**config.mk**
```make
export PLATFORM = sky130hd
export DESIGN_NAME = scfla_ram
export DESIGN_NICKNAME = d
export VERILOG_FILES = /design/src/sv/scfla_ram.sv
export SDC_FILE = /design/constraint.sdc
export NUM_CORES = 1
export LEC_CHECK = 0
export BUFFER_PORTS_ARGS = -buffer_cell sky130_fd_sc_hd__buf_4
export CAP_MARGIN = 40
export CORE_ASPECT_RATIO = 0.5
export CORE_MARGIN = 3
export CORE_UTILIZATION = 39
export CTS_CLUSTER_DIAMETER = 50
export CTS_CLUSTER_SIZE = 12
export DETAILED_ROUTE_END_ITERATION = 12
export SYNTH_ARGS = -nofsm -noshare
export SYNTH_HDL_FRONTEND = slang
export SYNTH_SLANG_ARGS = --single-unit
```
**constraint.sdc**
```tcl
create_clock -name clock -period 2.4 [get_ports clock]
set_input_delay 0.36 -clock clock [delete_from_list [all_inputs] [get_ports clock]]
set_output_delay 0.36 -clock clock [all_outputs]
set_load 0.01 [all_outputs]
```
**src/sv/scfla_ram.sv**
```systemverilog
// Generic single-port-write, single-read RAM with registered read data.
module scfla_ram #(
   parameter int unsigned WIDTH = 8,
   parameter int unsigned DEPTH = 16
) (
   input  logic                     clock,
   input  logic                     wr_en,
   input  logic [$clog2(DEPTH)-1:0] wr_addr,
   input  logic [WIDTH-1:0]         wr_data,
   input  logic [$clog2(DEPTH)-1:0] rd_addr,
   output logic [WIDTH-1:0]         rd_data
);
   logic [WIDTH-1:0] mem [DEPTH];
   logic [WIDTH-1:0] rd_data_ff;

   always_ff @(posedge clock) begin
      if (wr_en) begin
         mem[wr_addr] <= wr_data;
      end
      rd_data_ff <= mem[rd_addr];
   end

   assign rd_data = rd_data_ff;
endmodule

```
==> results.ini, run 1 <==
[run_status]
status=finished, final reports clean

[floorplan]
pin_count=26
core_region_area_um2=12300
dieArea_um2=14700
die_w_um=168
initial_core_util_pct=41.7
row_count=28
die_h_um=87.2

[sta]
finalClockSkew_ns=0.00843
fin_crit_sh_pct=67.4
relSlewSlack_pct=44.7
max_freq_ghz=0.618
maxSlewViolCount=0
setup_tns_ns=0
setup_viol=0
min_period_ns=1.62
holdWs_ns=0.259
final-hold-violation-count=0
grt_setup_unrepaired=false
fin_ws_ns=0.781
worst_slew_pin_slew_ns=0.828

[cts]
clock-root-buffer=clkbuf_16
clk_pin_slew_ns=0.06
cts_tree=yes
htreeDepth=4
clk_latency_ns=0.42
postCtsResizedCells=0
clock-sinks=136
hold_buffers=0
cts_buffers=17
clock_path_buffers=2
postCtsSetupRepairBufs=0

[place]
dpl_worst_slack_ns=0.326
hpwlAfterDp_um=6320
gp_congestion=0.773
io_buffers=25

[drt]
ant_nets=0
routed_wl_um=10200
route.vias.total=2455
avgViaCountPerCell=5.33
drc=0
dr.pass1.iters=5
drtIter0Drc=250
post_drt_wl_per_cell_um=22.1

[global_routing]
grt_pass1_vias=2620
antenna_found_initial=0
grt_pass1_wl_um=16000
gr-total-overflow=0
grt_max_degree=33
track_usage_pct=15.5

[finish]
nFillCells=981
antennaDiodeCount=0
nNetsFinal=301
drive_gt1_share_pct=31.1
mostFrequentLayoutCell=edfxtp_1
final_cell_mix=edfxtp_1 (128), buf_4 (44), mux4_2 (18), clkbuf_16 (17), a22oi_1 (16)
syn_to_final_growth_pct=20.6

[critical_path]
crit_type=input pin to flop
start_kind=input pin
cp_max_fo=15
cp_data_arrival_time_ns=1.91
cp.required_ns=2.69
endpoint_kind=flop

[yosys]
synth_top_family_by_area=multiplexers
synthCells=229
synth-simple-area-share_pct=3.18
synth_fp_nets=247
netlist_area_um2=5150
syn_avg_cell_area_um2=22.5
synth_xor_area_share_pct=0
ys_warn_count=0
synth.yosys.seq_area_share_pct=77.8
synthAdderAreaFrac_pct=0
synth.distinct_cells=19
synth_compound_area_share_pct=2.33
ys_ff_latch=136
synthMuxAreaShare_pct=15.0

[job]
cap_violations=0

[pwr]
leakage_nw=2.12
irDropWorstVdd_mv=0.483
p_per_area_nw_per_um2=886

[hold_path]
hold_path.class=input pin to flop

[sequential cells by signal, summed over array words and instances (netlist names)]
name,flops
rd_data,8
mem,128
[final timing paths]
check                                 from    endpoint  slack, ns  cells after the start
worst min register to register  mem[15][7]  rd_data[7]       0.68                      3
worst max-delay path            rd_addr[0]  rd_data[3]       0.78                      5
worst max register to register   mem[3][7]  rd_data[7]       0.95                      3
worst min-delay path            wr_data[4]  mem[10][4]       0.26                      1
[routing by layer]
metal / vias up / routed length (um) / track usage [%]
met5: - / 0 / 0
met4: 0 / 121 / 5.72
met3: 12 / 526 / 4.99
met2: 63 / 4840 / 24.1
met1: 1294 / 4700 / 20.9
li1: 1086 / - / -
[cells in the mapped netlist]
master             n  share of area, %
edfxtp_1         128                75
mux4_2            18               7.9
a22oi_1           16               2.3
mux4_1            14               7.1
nor2_1            13              0.95
nand2_1            9              0.66
dfxtp_1            8               3.1
nor3_1             4              0.39
buf_2              3              0.29
buf_6              3              0.66
clkdlybuf4s25_2    3              0.58
nand2b_1           2              0.24
nand3b_1           2              0.29
and2_1             1              0.12
and2b_1            1              0.15
buf_4              1              0.15
nand3_1            1             0.097
nor2b_1            1              0.12
or3b_2             1              0.17
[through the flow]
stage	power [mW]	cell area, um2	std cells	utilization [%]
2_1_floorplan	2.86	5150	229	-
5_1_grt	5.71	6210	461	50.3
4_1_cts	5.56	6210	461	50.3
3_3_place_gp	2.98	5620	429	45.6
3_5_place_dp	2.99	5620	429	45.6
6_report	5.50	6210	461	50.3
[critical path: stages]
cell and delay [ns]:
buf_4 0.28, buf_4 0.26, mux4_1 0.57, a22oi_1 0.33, nand2_1 0.10
[power breakdown]
part           total [mW]  switching, mW  internal (mW)
clock                2.56          0.886           1.68
combinational       0.268          0.145          0.122
sequential           2.67         0.0151           2.66
total                5.50           1.05           4.46
[kinds of logic (layout without fill, tap and decap cells)]
group                  count (synthesis)  after routing
AO/OA/AOI/OAI                         16             16
buffers and inverters                 10             77
flip-flops                           136            136
multiplexers                          32             32
AND/OR/NAND/NOR                       35             35
[area by class of cell]
type,instances,area [um2],area share [%]
flip-flops and latches,136,4000,64.5
clock inverters,9,123,1.98
repair buffers,45,350,5.64
clock buffers,23,468,7.54
well taps,165,206,3.33
multi-input cells,83,1060,17.0
Note: power is estimated with default switching activity, not from simulation.
==> run 2: changes to the inputs <==
==> constraint.sdc (replaced) <==
create_clock -name clock -period 1.56 [get_ports clock]
set_input_delay 0.234 -clock clock [delete_from_list [all_inputs] [get_ports clock]]
set_output_delay 0.234 -clock clock [all_outputs]
set_load 0.01 [all_outputs]
==> run 2 against run 1 <==
Effect of this change: global-route usage down 0.33 points; worst setup slack worse by 0.71 ns; cell count up 2.4%; clock skew down 0.00062 ns; largest power group is now the clock network; via count up 2.5%; critical path type is now flop to flop.
==> results.ini, run 2 (synthesized netlist as in run 1, its figures left out) <==
[finish]
largest_register_ffs=128
nFillCells=951
drive_gt1_share_pct=34.3
final_cell_mix=edfxtp_1 (128), buf_4 (50), mux4_2 (18), clkbuf_16 (17), a22oi_1 (16)
syn_to_final_growth_pct=24.5
max_flop_register=mem
nNetsFinal=311
fin_cells=472
mostFrequentLayoutCell=edfxtp_1

[floorplan]
core_region_area_um2=12300
initial_core_util_pct=41.7
dieArea_um2=14700
row_count=28
die_w_um=168
die_h_um=87.2
pin_count=26

[cts]
cts_tree=yes
clock-root-buffer=clkbuf_16
clock-sinks=136
hold_buffers=0
clk_latency_ns=0.42
htreeDepth=4
cts_buffers=17
postCtsResizedCells=0
clock_path_buffers=2
postCtsSetupRepairBufs=0
clk_pin_slew_ns=0.06

[drt]
drc=0
post_drt_wl_per_cell_um=21.9
route.vias.total=2516
dr.pass1.iters=4
ant_nets=0
avgViaCountPerCell=5.33
drtIter0Drc=182
routed_wl_um=10300

[sta]
grt_setup_unrepaired=false
maxSlewViolCount=0
fin_crit_sh_pct=95.7
worst_slew_pin_slew_ns=0.775
max_freq_ghz=0.670
finalClockSkew_ns=0.00780
final-hold-violation-count=0
holdWs_ns=0.130
setup_viol=0
min_period_ns=1.49
relSlewSlack_pct=48.2

[place]
placed_cells=439
hpwlAfterDp_um=6650
gp_congestion=0.775
io_buffers=25

[global_routing]
grt_pass1_vias=2614
track_usage_pct=15.2
antenna_found_initial=1
grt_pass1_wl_um=15700
grt_max_degree=17
gr-total-overflow=0

[pwr]
p_per_area_nw_per_um2=1400
leakage_nw=2.21
p_total_mw=8.98
irDropWorstVdd_mv=0.642

[critical_path]
cp_cell_sequence=mux4_1 > a22oi_1 > nand2_1
crit_type=flop to flop
endpoint_kind=flop
critPathSlowestCell=mux4_1
critPathMaxStageDelay_ns=0.53
cp_data_arrival_time_ns=1.78
r2r-start=mem[1][3]
start_kind=flop
cp.required_ns=1.85
cpLargestDelayFamily=multiplexers
cp_max_fo=1
path_buf_inv=0
crit_path_start=mem[1][3]

[hold_path]
hold_path.class=input pin to flop
hp-start=wr_data[4]

[run_status]
status=finished, final reports clean

[job]
cap_violations=0

==> run 2: cell count changes in the layout (fill, tap and decap cells not counted) <==
cell and change:
buf_12 +4, clkbuf_1 -4, nor3_1 -1, clkbuf_8 -2, clkinv_2 -1, clkinv_4 +1
bufinv_16 +3, nor3_2 +1, clkinv_1 +2, buf_4 +6, diode_2 +1, clkinvlp_4 +1
==> run 2: routing by layer <==
metal  vias up  track usage, %  wire, um
met5         -               0         0
met2        79            23.2      4880
met4         0            6.16       150
met3        11            5.03       657
li1       1104               -         -
met1      1322            20.4      4630
==> run 2: power breakdown <==
group          total [mW]  internal, mW  switching [mW]  leakage, nW
clock                4.42          2.97            1.45        0.317
sequential           4.11          4.09          0.0251         1.22
combinational       0.450         0.218           0.232        0.668
total                8.98          7.28            1.70         2.21
==> run 2: path summary, 6_finish.rpt <==
check                    end  slack, ns  depth (start not counted)
setup / recovery  rd_data[3]       0.07                          3
hold / removal     mem[3][4]       0.13                          1
setup reg to reg  rd_data[3]       0.07                          3
hold reg to reg   rd_data[3]       0.67                          3
==> run 2: per-stage QoR <==
| step | util (%) | area, um2 | TNS, ns | worst slack (ns) |
|---|---|---|---|---|
| 3_5_place_dp | 46.6 | 5750 | -0.810 | -0.185 |
| 2_1_floorplan | - | 5150 | 0 | 0.0599 |
| 6_report | 52.0 | 6410 | 0 | 0.0666 |
| 5_1_grt | 52.0 | 6410 | 0 | 0.00316 |
| 4_1_cts | 51.9 | 6400 | 0 | 0.0649 |
| 3_3_place_gp | 46.6 | 5750 | -0.581 | -0.153 |
==> run 2: final cells by class <==
class / count / area [um2] / share of cell area, %
diodes: 1 / 2.50 / 0.0391
clock buffers: 17 / 425 / 6.64
repair buffers: 55 / 475 / 7.42
flip-flops and latches: 136 / 4000 / 62.5
clock inverters: 15 / 231 / 3.61
multi-input cells: 83 / 1060 / 16.6
well taps: 165 / 206 / 3.22
==> run 3: changes to the inputs <==
--- a/config.mk
+++ b/config.mk
@@ -5,6 +5,7 @@
 export SDC_FILE = /design/constraint.sdc
 export NUM_CORES = 1
 export LEC_CHECK = 0
+export ABC_AREA = 1
 export BUFFER_PORTS_ARGS = -buffer_cell sky130_fd_sc_hd__buf_4
 export CAP_MARGIN = 40
 export CORE_ASPECT_RATIO = 0.5
@@ -13,6 +14,7 @@
 export CTS_CLUSTER_DIAMETER = 50
 export CTS_CLUSTER_SIZE = 12
 export DETAILED_ROUTE_END_ITERATION = 12
+export SETUP_SLACK_MARGIN = 0.2
 export SYNTH_ARGS = -nofsm -noshare
 export SYNTH_HDL_FRONTEND = slang
 export SYNTH_SLANG_ARGS = --single-unit
==> run 3 against run 2 <==
Effect of this change: global-route usage up 2.1 points; combinational power increased by 25%; core utilization shrank 3.3 points; routed wire length rose by 29%.
==> results.ini, run 3 <==
[drt]
post_drt_wl_per_cell_um=16.7
routed_wl_um=13300
m1WireLength_um=6310
dr.pass1.iters=4
top_layer_used=met4
avgViaCountPerCell=4.79
route.vias.total=3824
wl_met3_um=874
drtIter0Drc=374
met2_length_um=5900
drc=0
ant_nets=0

[cts]
clk_latency_ns=0.41
postCtsResizedCells=0
cts_tree=yes
hold_buffers=0
clock-root-buffer=clkbuf_16
clk_pin_slew_ns=0.05
cts_buffers=17
postCtsSetupRepairBufs=0
htreeDepth=4
clock-sinks=136
clock_path_buffers=2

[sta]
setup_viol=0
setup_tns_ns=0
holdWs_ns=0.137
fin_crit_sh_pct=72.7
min_period_ns=1.13
maxSlewViolCount=0
finalClockSkew_ns=0.00695
worst_slew_pin_slew_ns=0.294
relSlewSlack_pct=80.4
grt_setup_unrepaired=false
final-hold-violation-count=0
max_freq_ghz=0.881
fin_ws_ns=0.426

[critical_path]
cp.required_ns=1.33
r2r-start=mem[7][3]
cp_data_arrival_time_ns=0.90
cp_cell_sequence=buf_4
critPathMaxStageDelay_ns=0.36
endpoint_kind=primary output
path_buf_inv=1
cp_max_fo=1
cpLargestDelayFamily=flip-flops
start_kind=flop
critPathSlowestCell=dfxtp_1
crit_path_start=rd_data[6]
crit_type=flop to primary output

[yosys]
synthArstFlopShare_pct=0
ys_warn_count=0
ys_top_cells_by_count=nand2_1 (173), edfxtp_1 (128), inv_1 (100)
synth.yosys.seq_area_share_pct=69.4
synthCells=551
yosys-top-cells-area=edfxtp_1 (67%), nand2_1 (11%), nand3_1 (8.4%)
synth_most_common_cell=nand2_1
netlist_area_um2=5770
ys_ff_latch=136
ys.flop_type=edfxtp_1
yosysTopAreaCellShare_pct=66.7
synth.distinct_cells=12
synth_edf_count=128
syn_avg_cell_area_um2=10.5
synth_fp_nets=569
yosys.area.top_type=edfxtp_1

[pwr]
p_total_mw=8.43
seqPwrFrac_pct=48.8
irDropWorstVdd_mv=0.581
leakage_nw=2.94
pwr-share-comb_pct=6.7
clockPowerShare_pct=44.5
switchingPower_mw=1.84
p_per_area_nw_per_um2=1240
sw_frac_of_total_pct=21.8
cellInternalPower_mw=6.59

[finish]
final_area_um2=6820
final_cell_mix=nand2_1 (173), edfxtp_1 (128), inv_1 (100), nand3_1 (97), buf_4 (45)
syn_to_final_growth_pct=18.2
mostFrequentLayoutCell=nand2_1
fin_util_pct=48.7
fin_cells=798
max_flop_register=mem
seq_area_um2=4000
drive_gt1_share_pct=13.0
nNetsFinal=613
multi_input_area_um2=1210
nFillCells=1227
antennaDiodeCount=0
largest_register_ffs=128

[floorplan]
core_region_area_um2=14000
pin_count=26
row_count=30
die_h_um=92.0
initial_core_util_pct=41.2
die_w_um=178
dieArea_um2=16400

[place]
hpwlAfterDp_um=8060
dpl_cell_area_um2=6260
gp_congestion=0.812
dpl_worst_slack_ns=0.226
placed_cells=768
io_buffers=25

[global_routing]
grt_pass1_wl_um=20800
track_usage_pct=17.3
grt_pass1_vias=3606
antenna_found_initial=0
grt_max_degree=65
gr-total-overflow=0

[run_status]
status=finished, final reports clean

[hold_path]
hp-start=rd_addr[3]
hold_path.class=input pin to flop

[job]
cap_violations=0

## run 3: cell count changes after synthesis, sizes merged, moves of 2 or more
| cell | change |
|---|---|
| clkdlybuf4s25 | -3 |
| nor3 | -4 |
| nand2 | +164 |
| nand2b | -2 |
| buf | +17 |
| a22oi | -16 |
| nand3 | +96 |
| nor2 | +4 |
| inv | +102 |
| mux4 | -32 |
## run 3: worst paths after layout
path / endpoint / cells past startpoint / slack, ns
max: rd_data[6] / 1 / 0.43
min: rd_data[4] / 3 / 0.14
max reg2reg: rd_data[3] / 6 / 0.51
min reg2reg: rd_data[7] / 6 / 0.71
## run 3: final cells by class
cell class              count  area share, %
clock inverters            13           1.95
multi-input cells         289           17.8
flip-flops and latches    136           58.7
clock buffers              17           6.24
inverters                 102           5.62
well taps                 192           3.52
repair buffers             49           6.13
## run 3: per-layer routing
layer,vias to the layer above,GRT usage [%]
met5,-,0
met4,0,6.01
met3,24,4.38
met2,125,24.6
met1,1812,25.5
li1,1863,-
## run 3: cell families after synthesis
family	after synthesis	share of synthesized area [%]
buffers and inverters	126	9.52
AND/OR/NAND/NOR	289	21.0
flip-flops	136	69.4
## run 3: power groups by stage
stage / combinational, mW / sequential (mW) / clock (mW)
after CTS: 0.562 / 4.11 / 3.83
after detailed placement: 0.559 / 4.19 / 0
after floorplan: 0.288 / 4.19 / 0
final: 0.561 / 4.11 / 3.75
after global routing: 0.617 / 4.12 / 3.98
after global placement: 0.555 / 4.18 / 0
